**config.mk**
```make
export PLATFORM = sky130hd
export DESIGN_NAME = lz4h_ctrl
export DESIGN_NICKNAME = d
export VERILOG_FILES = /design/src/rtl/lz4h_pkg.sv /design/src/rtl/lz4h_ctrl.sv
export SDC_FILE = /design/constraint.sdc
export NUM_CORES = 1
export LEC_CHECK = 0
export ABC_AREA = 1
export BUFFER_PORTS_ARGS = -buffer_cell sky130_fd_sc_hd__buf_2
export CELL_PAD_IN_SITES_DETAIL_PLACEMENT = 1
export CELL_PAD_IN_SITES_GLOBAL_PLACEMENT = 1
export CORE_AREA = 2 2 39 41
export DETAILED_ROUTE_END_ITERATION = 6
export DIE_AREA = 0 0 41 43
export PLACE_DENSITY_LB_ADDON = 0.15
export SLEW_MARGIN = 20
export SYNTH_ARGS = -nofsm -noshare
export SYNTH_HDL_FRONTEND = slang
export SYNTH_SLANG_ARGS = --single-unit
```
**constraint.sdc**
```tcl
create_clock -name clk -period 2.85 [get_ports clk]
set_clock_uncertainty 0.2 [all_clocks]
set_input_delay 0.1425 -clock clk [delete_from_list [all_inputs] [get_ports clk]]
set_output_delay 0.1425 -clock clk [all_outputs]
set_load 0.02 [all_outputs]
```
**src/rtl/lz4h_pkg.sv**
```systemverilog
// ----------------------------------------------------------------------------
// lz4h_pkg
// Shared types, phase codes and helpers for the hunk decompressor.
// ----------------------------------------------------------------------------
package lz4h_pkg;

	localparam int MAX_RESULTS = 16;

	localparam logic [3:0] PH_HEADER   = 4'd0;
	localparam logic [3:0] PH_TOKEN    = 4'd1;
	localparam logic [3:0] PH_LITEXT   = 4'd2;
	localparam logic [3:0] PH_LIT      = 4'd3;
	localparam logic [3:0] PH_DIST0    = 4'd4;
	localparam logic [3:0] PH_DIST1    = 4'd5;
	localparam logic [3:0] PH_MATCHEXT = 4'd6;
	localparam logic [3:0] PH_COPY     = 4'd7;
	localparam logic [3:0] PH_HALT     = 4'd8;

	localparam logic [3:0] NIBBLE_EXT  = 4'hf;
	localparam logic [7:0] BYTE_EXT    = 8'hff;
	localparam logic [31:0] MIN_MATCH  = 32'd4;

	typedef struct packed {
		logic accept;
		logic exec;
		logic load_stat;
		logic bstart;
		logic rd;
		logic wr;
	} dp_cmd_t;

	typedef struct packed {
		logic phase_copy;
		logic burst_more;
	} dp_stat_t;

	function automatic logic [31:0] sat_add32(input logic [31:0] a, input logic [31:0] b);
		logic [32:0] s;
		s = {1'b0, a} + {1'b0, b};
		return s[32] ? 32'hffff_ffff : s[31:0];
	endfunction

endpackage

```
**src/rtl/lz4h_ctrl.sv**
```systemverilog
// ----------------------------------------------------------------------------
// lz4h_ctrl
// Sequencer: accepts one beat, steps the datapath, emits result beats.
// ----------------------------------------------------------------------------
module lz4h_ctrl
	import lz4h_pkg::*;
(
	input  logic     clk,
	input  logic     arst_n,
	input  logic     in_valid,
	output logic     in_ready,
	output logic     out_valid,
	input  logic     out_ready,
	input  dp_stat_t stat,
	output dp_cmd_t  cmd
);

	localparam logic [2:0] C_IDLE   = 3'd0;
	localparam logic [2:0] C_EXEC   = 3'd1;
	localparam logic [2:0] C_STAT   = 3'd2;
	localparam logic [2:0] C_BSTART = 3'd3;
	localparam logic [2:0] C_RD     = 3'd4;
	localparam logic [2:0] C_WR     = 3'd5;
	localparam logic [2:0] C_WAIT   = 3'd6;

	logic [2:0] state_q;
	logic [2:0] state_d;
	logic       out_valid_q;

	assign in_ready  = (state_q == C_IDLE);
	assign out_valid = out_valid_q;

	always_comb begin
		state_d = state_q;
		cmd     = '0;
		unique case (state_q)
			C_IDLE: begin
				if (in_valid) begin
					cmd.accept = 1'b1;
					state_d    = C_EXEC;
				end
			end
			C_EXEC: begin
				cmd.exec = 1'b1;
				state_d  = C_STAT;
			end
			C_STAT: begin
				if (stat.phase_copy) begin
					state_d = C_BSTART;
				end else begin
					cmd.load_stat = 1'b1;
					state_d       = C_WAIT;
				end
			end
			C_BSTART: begin
				cmd.bstart = 1'b1;
				state_d    = C_RD;
			end
			C_RD: begin
				cmd.rd  = 1'b1;
				state_d = C_WR;
			end
			C_WR: begin
				cmd.wr  = 1'b1;
				state_d = C_WAIT;
			end
			C_WAIT: begin
				if (out_valid_q && out_ready) begin
					state_d = stat.burst_more ? C_RD : C_IDLE;
				end
			end
			default: begin
				state_d = C_IDLE;
			end
		endcase
	end

	always_ff @(posedge clk or negedge arst_n) begin
		if (!arst_n) begin
			state_q     <= C_IDLE;
			out_valid_q <= 1'b0;
		end else begin
			state_q <= state_d;
			if (cmd.load_stat || cmd.wr) begin
				out_valid_q <= 1'b1;
			end else if (out_ready) begin
				out_valid_q <= 1'b0;
			end
		end
	end

endmodule

```
Yosys cells after proc, flatten, opt, wreduce, memory -nomap -nowiden
Index checks and enable logic that the tools add are counted.
Widths: inputs -> output; s select.

storage, ports and cells
  register bits after elaboration = 4
  input bits = 6
  output and inout port bits = 8
  word-level logic and storage cells = 30

cells by class
  equal/unequal tests = 8
  mux-type cells = 15
  reduce and logical (&&, ||, !) cells = 5

operator list
  kind                count
  $pmux 3 s7          1
  $mux 3              4
  $mux 1              10
  $eq 3x3->1 const B  3
  $eq 3x2->1 const B  2
  $ne 2x2->1 const B  2
  $eq 3x1->1 const B  1
  $logic_not 3->1     1
  $reduce_and 2->1    1
  $reduce_bool 2->1   1
  $logic_and 1x1->1   1
  $logic_or 1x1->1    1

Logic depth before layout (Yosys ltp)
Gate-level depths: netlist (run 1).

  word-level depth = 4
  mapped depth = 6
  mapped depth without buffers = 6

Worst setup path after synthesis (run 1)
OpenSTA, ideal clock, no wires.

  path kind = reg2reg
  from = reg state_q[1]
  to = reg out_valid_q, in the netlist out_valid
  setup time = 76 ps
  arrival time = 1,044 ps
  required time = 2,574 ps
  setup slack = 1,530 ps
  cell stages (with the launch flop) = 6
  buffers on the path = 0
  clock period less this slack = 1,320 ps
  cell sequence = dfrtp_1 > inv_2 > nand2_1 > nor2_1 > nor2_1 > o21ai_1

RTL lines
  what                    RTL line         source
  from (decl)             lz4h_ctrl.sv:26  logic [2:0] state_q;
  from (signal assigned)  lz4h_ctrl.sv:83  state_q <= state_d;
  to (signal assigned)    lz4h_ctrl.sv:81  out_valid_q <= 1'b0;
  to (signal assigned)    lz4h_ctrl.sv:85  out_valid_q <= 1'b1;
  to (signal assigned)    lz4h_ctrl.sv:87  out_valid_q <= 1'b0;
  to (decl)               lz4h_ctrl.sv:28  logic out_valid_q;

==> key figures, run 1 <==
Critical path
  – Crit path largest cell delay: about 0.45 ns
  – WP buf/inv: 1
  – Worst path depth: 4
  – Critical Path End Type: output port
  – CP top delay family: flip-flops
  – CP max stage cell: dfrtp_1
  – RR Endpoint: state_q[0]
  – Cell Chain, Critical Path: nor2_1 -> nand2_1 -> nor2_1 -> buf_2
  – FF-to-FF Start: state_q[1]
  – Worst Path Arrival: 1.21 ns
  – Critical path endpoint: cmd[5]
  – Most used cell, CP: nor2_1
  – WS Path Type: reg2out
  – CP startpoint: state_q[1]
  – Largest fanout on the critical path: 7
  – Worst path required time: 2.51 ns
  – R2R cell count: 5
  – FF-to-FF setup slack: 1.53 ns
  – CP startpoint kind: flip-flop

Placed design
  – HPWL Detailed: around 560 um
  – IO Port Bufs: 13
  – Placement Cell Area: between 300 and 400 sq um
  – DP Worst Slack: ~1.5 ns
  – GPL Wtd Cong: 0.7220

Clock tree
  – TritonCTS Buffers: 3
  – CTS Hold Bufs: 2
  – Resize count post-CTS: 0
  – CTS Sinks: 4
  – CTS HTree Levels: 1
  – Root Driver: clkbuf_4
  – Post-CTS setup-driven buffer insertion count: 0
  – Reg clk slew, reported paths: roughly 0.04 ns
  – CTS tree: built
  – Worst-case clock buffer depth: 2
  – Worst skew pair latency: 0.23 ns

Cells and area
  – # diodes: 0
  – Nets@finish: 68
  – Share of layout cells above drive strength 1: between 30% and 40%
  – Final Instance Area: 391.6 sq um
  – Most frequent cells in the layout: buf_2 (13), nor2_1 (10), nand2_1 (7), inv_1 (6)
  – Synth-to-Final Area Change: 48.34%
  – Most common cell after layout, fill and taps aside: buf_2

Status
  – Status: finished, final reports clean

Routing
  – Detailed-route wire length: 686 um
  – Vias per cell: roughly 4.1
  – DR iter-0 viols: 3
  – Iteration count of the initial detailed-routing pass: 2
  – Post-route ant nets: 0
  – DRC: 0
  – Mean routed wirelength per cell: 9.026 um
  – Vias: around 300

Timing
  – Final setup margin: approximately 1.3 ns
  – Worst-Margin Slew: 0.2253 ns
  – Setup TNS: 0 ns
  – Max-slew violations: 0
  – Fin crit share: between 50% and 60%
  – Minimum clock period: 1.552 ns
  – Hold Vio Cnt, Final: 0
  – Final Setup Violations: 0
  – RSZ-0062 raised after global routing: false
  – Slew headroom: between 80% and 90%
  – Max Clk Rate: ~0.64 GHz

Logic synthesis
  – Syn nets: 48
  – Mean post-synth cell area: ~6.3 sq um
  – Mapped Area: approximately 260 sq um
  – Post-synthesis register bit count: 4
  – Seq/Total Area, Yosys: 37.91%
  – Mapped Cells: between 40 and 50
  – Ys Warns: 0
  – Count of different cell masters after synthesis: 12

Run
  – Max-capacitance violation count: 0

Pwr
  – Comb power frac: between 50 and 60%
  – Lkg Pwr: about 0.00024 uW
  – P_int: ~220 uW
  – Switching pwr: around 220 uW
  – Clk pwr share: between 10% and 20%
  – Sequential power share: approximately 28%
  – Peak VDD IR: 418.1 uV
  – Pwr dens: 1136 mW/mm^2
  – Switching share of power: 50.47%

Global route
  – Met1 usage: roughly 13%
  – Gr usage total: under 10%
  – Busiest layer in global routing: met2
  – Antenna violations before repair: 0
  – Vias in the first global route: 283
  – GR Util met2: 12.81%
  – GR Util met3: 3.141%
  – Largest net degree at the start of global routing: 8
  – GRT Residual Overflow: 0
  – First-pass GRT wire length: ~1100 um

Die
  – Full die area: 0.001763 sq mm
  – Starting density of the core: between 10% and 20%
  – Core area: roughly 0.0014 sq mm
  – Die Wd: 41 um
  – IO Pins: 14
  – Chip height: 43 um
  – FP Rows: 14

Min path
  – Hold Crit Class: in2async
[metal layers]
metal  share of wire [%]  vias to the layer above
li1                    -                      166
met1                  50                      136
met2                  44                        6
met3                 6.1                        0
met4                   0                        0
met5                   0                        -
[state kept, by name, indices dropped and copies added, names as in the netlist]
name,cells
state_q,3
out_valid,1
[per-stage QoR]
stage / power [uW] / hold slack (ns) / cells / utilization, %
floorplan: 300.8 / -0.3531 / 42 / -
global placement: 382.9 / -0.2502 / 71 / 25.23
detailed placement: 379.4 / -0.2496 / 71 / 25.23
CTS: 456.0 / 0.03589 / 76 / 28.30
global route: 497.6 / 0.05386 / 76 / 28.30
finish: 445.0 / 0.03486 / 76 / 28.30
[logic make-up (layout without fill, tap and decap cells)]
group / after synthesis / after routing / share of synthesized area (%)
simple gates: 26 / 26 / 43.13
buf+inv: 10 / 28 / 14.22
flops: 4 / 4 / 37.92
compound gates: 2 / 2 / 4.739
[power by group through the flow]
stage / logic (uW) / clock network (uW) / registers (uW)
floorplan: 177 / 0 / 124
global placement: 255 / 0 / 128
detailed placement: 253 / 0 / 126
CTS: 256 / 74.4 / 125
global route: 287 / 79.5 / 131
finish: 250 / 70.3 / 125
[synth_stat cells]
library cell,number,area share [%]
nand2_1,7,10
clkinv_1,1,1.4
o21a_1,1,2.8
nand4_1,1,2.4
nand3_1,4,7.6
inv_2,3,4.3
nor2_2,3,7.1
o21ai_1,1,1.9
dfrtp_1,4,38
nor3_1,1,1.9
nor2_1,10,14
inv_1,6,8.5
[final cells by class]
| type | instances | area (sq um) |
|---|---|---|
| clock buffers | 3 | 22.52 |
| fillers | 186 | 992.2 |
| inverters | 10 | 37.54 |
| multi-input cells | 28 | 126.4 |
| flip-flops and latches | 4 | 100.1 |
| well taps | 16 | 20.02 |
| repair buffers | 15 | 85.08 |
[worst min path at each step]
stage	start	to	slack [ns]
global route	arst_n	out_valid	0.05
global placement	arst_n	out_valid	-0.25
detailed placement	arst_n	out_valid	-0.25
finish	arst_n	state_q[1]	0.03
CTS	arst_n	state_q[1]	0.04
floorplan	arst_n	out_valid	-0.35
Note: power is estimated with default switching activity, not from simulation.
==> inputs of run 2 (changes only) <==
==> constraint.sdc (replaced) <==
create_clock -name clk -period 1.5 [get_ports clk]
set_clock_uncertainty 0.2 [all_clocks]
set_input_delay 0.075 -clock clk [delete_from_list [all_inputs] [get_ports clk]]
set_output_delay 0.075 -clock clk [all_outputs]
set_load 0.02 [all_outputs]
==> key figures, run 2 (synthesized netlist as in run 1, its figures left out) <==
Status
  – Status: finished, final reports clean

Critical path
  – Worst path required time: 1.22 ns (-1.29 ns)
  – CP startpoint kind: flip-flop
  – R2R cell count: 6 (+1)
  – RR Endpoint: state_q[2]
  – FF-to-FF setup slack: 0.21 ns (-1.32 ns)
  – WS Path Type: reg2out
  – Largest fanout on the critical path: 6 (-1)
  – Worst Path Arrival: 1.15 ns (-0.06 ns)
  – Critical Path End Type: output port
  – FF-to-FF Start: state_q[1]

Clock tree
  – Worst-case clock buffer depth: 2 (unchanged)
  – CTS Sinks: 4 (unchanged)
  – CTS HTree Levels: 1 (unchanged)
  – Worst skew pair latency: 0.23 ns (about the same)
  – Root Driver: clkbuf_4
  – TritonCTS Buffers: 3 (unchanged)
  – CTS tree: built
  – Reg clk slew, reported paths: 0.04 ns (about the same)

Routing
  – Iteration count of the initial detailed-routing pass: 4 (+2)
  – Vias per cell: 4.128 (+1.9%)
  – Mean routed wirelength per cell: 9.679 um (+7.2%)
  – Detailed-route wire length: 755 um (+10%)
  – Post-route ant nets: 0 (unchanged)
  – DR iter-0 viols: 4 (+1)
  – Vias: 322 (+4.5%)
  – DRC: 0 (unchanged)

Min path
  – Hold Crit Class: in2reg
  – Hold path startpoint: stat[1]
  – Hold Path Sink: state_q[0]
  – Hold path cells: 4

Timing
  – Fin crit share: 95.27%
  – Max Clk Rate: between 0.6 and 0.7 GHz
  – Setup TNS: 0 ns (unchanged)
  – Max-slew violations: 0 (unchanged)
  – Final Setup Violations: 0 (unchanged)
  – RSZ-0062 raised after global routing: true
  – WHS: 0.01458 ns (-0.02028 ns)
  – Hold Vio Cnt, Final: 0 (unchanged)
  – Minimum clock period: ~1.4 ns
  – Slew headroom: 87.19% (+2.2 points)
  – Worst-Margin Slew: 0.1915 ns (-0.03373 ns)

Global route
  – GRT Residual Overflow: 0 (unchanged)
  – Met1 usage: 12.99% (+0.32 points)
  – Vias in the first global route: 304 (+7.4%)
  – GR Util met3: 1.571% (-1.6 points)
  – First-pass GRT wire length: 1207 um (+7.4%)
  – Largest net degree at the start of global routing: 8 (unchanged)
  – Gr usage total: 10.37% (+0.81 points)
  – Antenna violations before repair: 0 (unchanged)
  – GR Util met2: 15.00% (+2.2 points)
  – Busiest layer in global routing: met2

Die
  – Die Wd: 41 um (unchanged)
  – Full die area: 0.001763 sq mm (unchanged)
  – Chip height: 43 um (unchanged)
  – Starting density of the core: 19.08% (unchanged)
  – FP Rows: 14 (unchanged)
  – Core area: 0.001384 sq mm (unchanged)
  – IO Pins: 14 (unchanged)

Cells and area
  – Nets@finish: 70 (+2.9%)
  – Top reg by flops: state_q
  – Final non-filler cell total: 78 (+2.6%)
  – Share of layout cells above drive strength 1: 46.77% (+10 points)
  – Synth-to-Final Area Change: 61.61%
  – Max FFs per register: 3 (unchanged)
  – # diodes: 0 (unchanged)
  – Most frequent cells in the layout: buf_2 (11), nor2_1 (7), nand2_1 (6), nor2_2 (6), inv_1 (6)
  – Most common cell after layout, fill and taps aside: buf_2

Placed design
  – GPL Wtd Cong: 0.6286 (-13%)
  – IO Port Bufs: 13 (unchanged)
  – HPWL Detailed: 574.2 um (+2.2%)
  – Placed Cells: 71 (unchanged)

Run
  – Max-capacitance violation count: 0 (unchanged)

Pwr
  – Peak VDD IR: 623.8 uV (+49%)
  – Lkg Pwr: 0.0002427 uW (+2.8%)
  – Pwr dens: 2143 mW/mm^2 (+89%)
[run 2: power breakdown]
| part | total (uW) | switching, uW | internal (uW) |
|---|---|---|---|
| Clock | 131 | 41.2 | 89.3 |
| Sequential | 245 | 77.5 | 168 |
| Combinational | 539 | 336 | 203 |
[run 2: metrics by stage]
step           total power (uW)  util, %  cell area (sq um)  setup slack (ns)
6_report                  914.4    30.83              426.7           0.07093
5_1_grt                    1024    30.83              426.7          -0.01345
4_1_cts                   868.7    29.02              401.6          0.009580
3_5_place_dp              721.0    25.23              349.1            0.1904
3_3_place_gp              731.7    25.23              349.1            0.2105
2_1_floorplan             571.6        -              264.0            0.1801
[run 2: area by class of cell]
type                            count  area, sq um
Fill cell                         205        957.2
Multi-Input combinational cell     28        136.4
Timing Repair Buffer               17        107.6
Sequential cell                     4        102.6
Inverter                           10        37.54
Clock buffer                        3        22.52
Tap cell                           16        20.02
[run 2: worst max path at each step]
stage	end	start	slack, ns
after floorplan	out_valid	state_q[1]	0.18
after global placement	state_q[2]	state_q[1]	0.21
after detailed placement	state_q[2]	state_q[1]	0.19
after CTS	cmd[5]	state_q[1]	0.01
after global routing	cmd[5]	state_q[1]	-0.01
final	cmd[5]	state_q[1]	0.07
[run 2: routing by layer]
layer / wire length [um] / share of wire [%]
met4: 0 / 0
met5: 0 / 0
met2: 401 / 53
met1: 326 / 43
met3: 27 / 3.6
[run 2: worst max-delay path, cell delays in order (launching register included)]
cell and delay, ns:
dfrtp_2 0.44, nor2_2 0.16, nand2_2 0.08, nor2_2 0.11, buf_4 0.14
[run 2: repair_timing]
| item | CTS | global route |
|---|---|---|
| setup endpoints to repair | 0 | 5 |
| gates resized for setup | 0 | 8 |
| hold buffers | 3 | 0 |
| hold endpoints to repair | 5 | 0 |
| buffers inserted | 0 | 1 |
==> inputs of run 3 (changes only) <==
--- a/config.mk
+++ b/config.mk
@@ -6,12 +6,12 @@
 export NUM_CORES = 1
 export LEC_CHECK = 0
 export ABC_AREA = 1
-export BUFFER_PORTS_ARGS = -buffer_cell sky130_fd_sc_hd__buf_2
 export CELL_PAD_IN_SITES_DETAIL_PLACEMENT = 1
 export CELL_PAD_IN_SITES_GLOBAL_PLACEMENT = 1
 export CORE_AREA = 2 2 39 41
 export DETAILED_ROUTE_END_ITERATION = 6
 export DIE_AREA = 0 0 41 43
+export DONT_BUFFER_PORTS = 1
 export PLACE_DENSITY_LB_ADDON = 0.15
 export SLEW_MARGIN = 20
 export SYNTH_ARGS = -nofsm -noshare
==> key figures, run 3 (synthesized netlist as in run 1, its figures left out) <==
Status
  – Status: finished, final reports clean

Global route
  – Gr usage total: 10.17% (-0.20 points)
  – Antenna violations before repair: 0 (unchanged)
  – Vias in the first global route: 308 (+1.3%)
  – First-pass GRT wire length: 1214 um (+0.58%)
  – GRT Residual Overflow: 0 (unchanged)
  – Largest net degree at the start of global routing: 8 (unchanged)

Routing
  – Detailed-route wire length: 727 um (-3.7%)
  – DRC: 0 (unchanged)
  – Iteration count of the initial detailed-routing pass: 2 (-2)
  – Vias: 301 (-6.5%)
  – Vias per cell: 4.123 (-0.12%)
  – DR iter-0 viols: 4 (unchanged)
  – Post-route ant nets: 0 (unchanged)
  – Mean routed wirelength per cell: 9.959 um (+2.9%)

Clock tree
  – CTS HTree Levels: 1 (unchanged)
  – Reg clk slew, reported paths: 0.04 ns (about the same)
  – CTS tree: built
  – Worst-case clock buffer depth: 2 (unchanged)
  – CTS Sinks: 4 (unchanged)
  – Root Driver: clkbuf_4
  – Worst skew pair latency: 0.23 ns (about the same)
  – TritonCTS Buffers: 3 (unchanged)

Cells and area
  – Final non-filler cell total: 73 (-6.4%)
  – Nets@finish: 65 (-7.1%)
  – Top reg by flops: state_q
  – Register area: 102.6 sq um (unchanged)
  – FILL cells: 185 (-9.8%)
  – Area of the multi-input gates: 133.9 sq um (-1.8%)
  – Most frequent cells in the layout: nor2_1 (9), nand2_1 (7), inv_1 (6), dlygate4sd3_1 (6), buf_4 (6)
  – Synth-to-Final Area Change: 59.72%
  – # diodes: 0 (unchanged)
  – Max FFs per register: 3 (unchanged)
  – Most common cell after layout, fill and taps aside: nor2_1
  – Final Instance Area: 421.7 sq um (-1.2%)
  – Share of layout cells above drive strength 1: 35.09% (-12 points)

Critical path
  – CP startpoint: state_q[1]
  – WP buf/inv: 1 (unchanged)
  – CP top delay family: flip-flops
  – FF-to-FF Start: state_q[1]
  – Worst path required time: 1.22 ns (about the same)
  – Worst Path Arrival: 1.16 ns (about the same)
  – WS Path Type: reg2out
  – Critical Path End Type: output port
  – CP startpoint kind: flip-flop
  – CP max stage cell: dfrtp_2
  – Crit path largest cell delay: 0.44 ns (about the same)
  – Cell Chain, Critical Path: inv_2 -> nand2_1 -> nor2_1
  – FF-to-FF setup slack: 0.23 ns (+0.02 ns)
  – Largest fanout on the critical path: 6 (unchanged)

Pwr
  – Switching pwr: 441.0 uW (-3.0%)
  – Pwr dens: 2100 mW/mm^2 (-2.0%)
  – Peak VDD IR: 554.5 uV (-11%)
  – Comb power frac: 56.4% (-2.5 points)
  – Lkg Pwr: 0.0002269 uW (-6.5%)
  – Sequential power share: 29.0% (+2.2 points)
  – Switching share of power: 49.79% (+0.061 points)
  – Clk pwr share: 14.6% (+0.3 points)
  – P_int: 444.7 uW (-3.3%)

Die
  – IO Pins: 14 (unchanged)
  – Core area: 0.001384 sq mm (unchanged)
  – Starting density of the core: 19.08% (unchanged)
  – Die Wd: 41 um (unchanged)
  – FP Rows: 14 (unchanged)
  – Chip height: 43 um (unchanged)
  – Full die area: 0.001763 sq mm (unchanged)

Timing
  – Max-slew violations: 0 (unchanged)
  – Final Setup Violations: 0 (unchanged)
  – Worst-Margin Slew: 0.4010 ns (+0.2094 ns)
  – RSZ-0062 raised after global routing: true
  – Minimum clock period: 1.434 ns (+0.005310 ns)
  – Fin crit share: 95.63% (+0.35 points)
  – Max Clk Rate: 0.6972 GHz (-0.37%)
  – Slew headroom: 73.17% (-14 points)
  – Hold Vio Cnt, Final: 0 (unchanged)
  – Final setup margin: 0.06562 ns (-0.005310 ns)

Placed design
  – Placed Cells: 63 (-11%)
  – GPL Wtd Cong: 0.6979 (+11%)
  – Placement Cell Area: 321.6 sq um (-7.9%)
  – IO Port Bufs: 0 (-13)
  – HPWL Detailed: 600.2 um (+4.5%)
  – DP Worst Slack: 0.1684 ns (-0.02199 ns)

Min path
  – Hold Crit Class: in2out
  – Hold path startpoint: in_valid

Run
  – Max-capacitance violation count: 0 (unchanged)
==> run 3: power by group through the flow <==
stage | registers, uW | logic, uW | clock network, uW
2_1_floorplan | 236 | 336 | 0
3_3_place_gp | 252 | 447 | 0
3_5_place_dp | 255 | 458 | 0
4_1_cts | 253 | 475 | 137
5_1_grt | 270 | 568 | 142
6_report | 257 | 499 | 129
==> run 3: cell type report <==
type	count	area share (%)
clock buffer	3	5.341
inverter	10	8.902
multi-input combinational	28	31.75
sequential	4	24.33
tap	16	4.748
timing repair buffer	12	24.93
==> run 3: tightest hold or removal path: stages <==
cell and delay [ns]:
inv_1 0.03, nor2_1 0.04, buf_4 0.14
==> run 3: metal layers <==
metal  GRT usage (%)  wire [um]  share of wire [%]
met1           12.99        317                 44
met2           15.31        369                 51
met3           1.571         40                5.5
met4           6.000          0                  0
met5               0          0                  0
==> run 3: per-stage QoR <==
stage                     setup TNS [ns]  hold slack (ns)  util [%]  power (uW)
after CTS                              0           0.1672     29.20       865.0
after floorplan                        0          -0.4206         -       571.6
final                                  0           0.1642     30.47       885.6
after global placement                 0          -0.4205     23.24       699.5
after detailed placement               0          -0.4205     23.24       712.7
after global routing            -0.01721           0.1848     30.47       978.9
==> run 3: path summary, 6_finish.rpt <==
check / end / cells after the start
setup / recovery: cmd[4] / 3
hold / removal: cmd[5] / 3
setup reg to reg: state_q[2] / 6
hold reg to reg: out_valid / 2
max in group asynchronous: state_q[0] / 2
min in group asynchronous: state_q[1] / 2
==> run 3: repair_timing <==
item                                    in CTS  in global routing
endpoints found under the setup margin       0                  5
hold buffers                                 6                  0
hold endpoints to repair                     8                  0
gates resized for setup                      0                  5
setup buffers                                0                  1
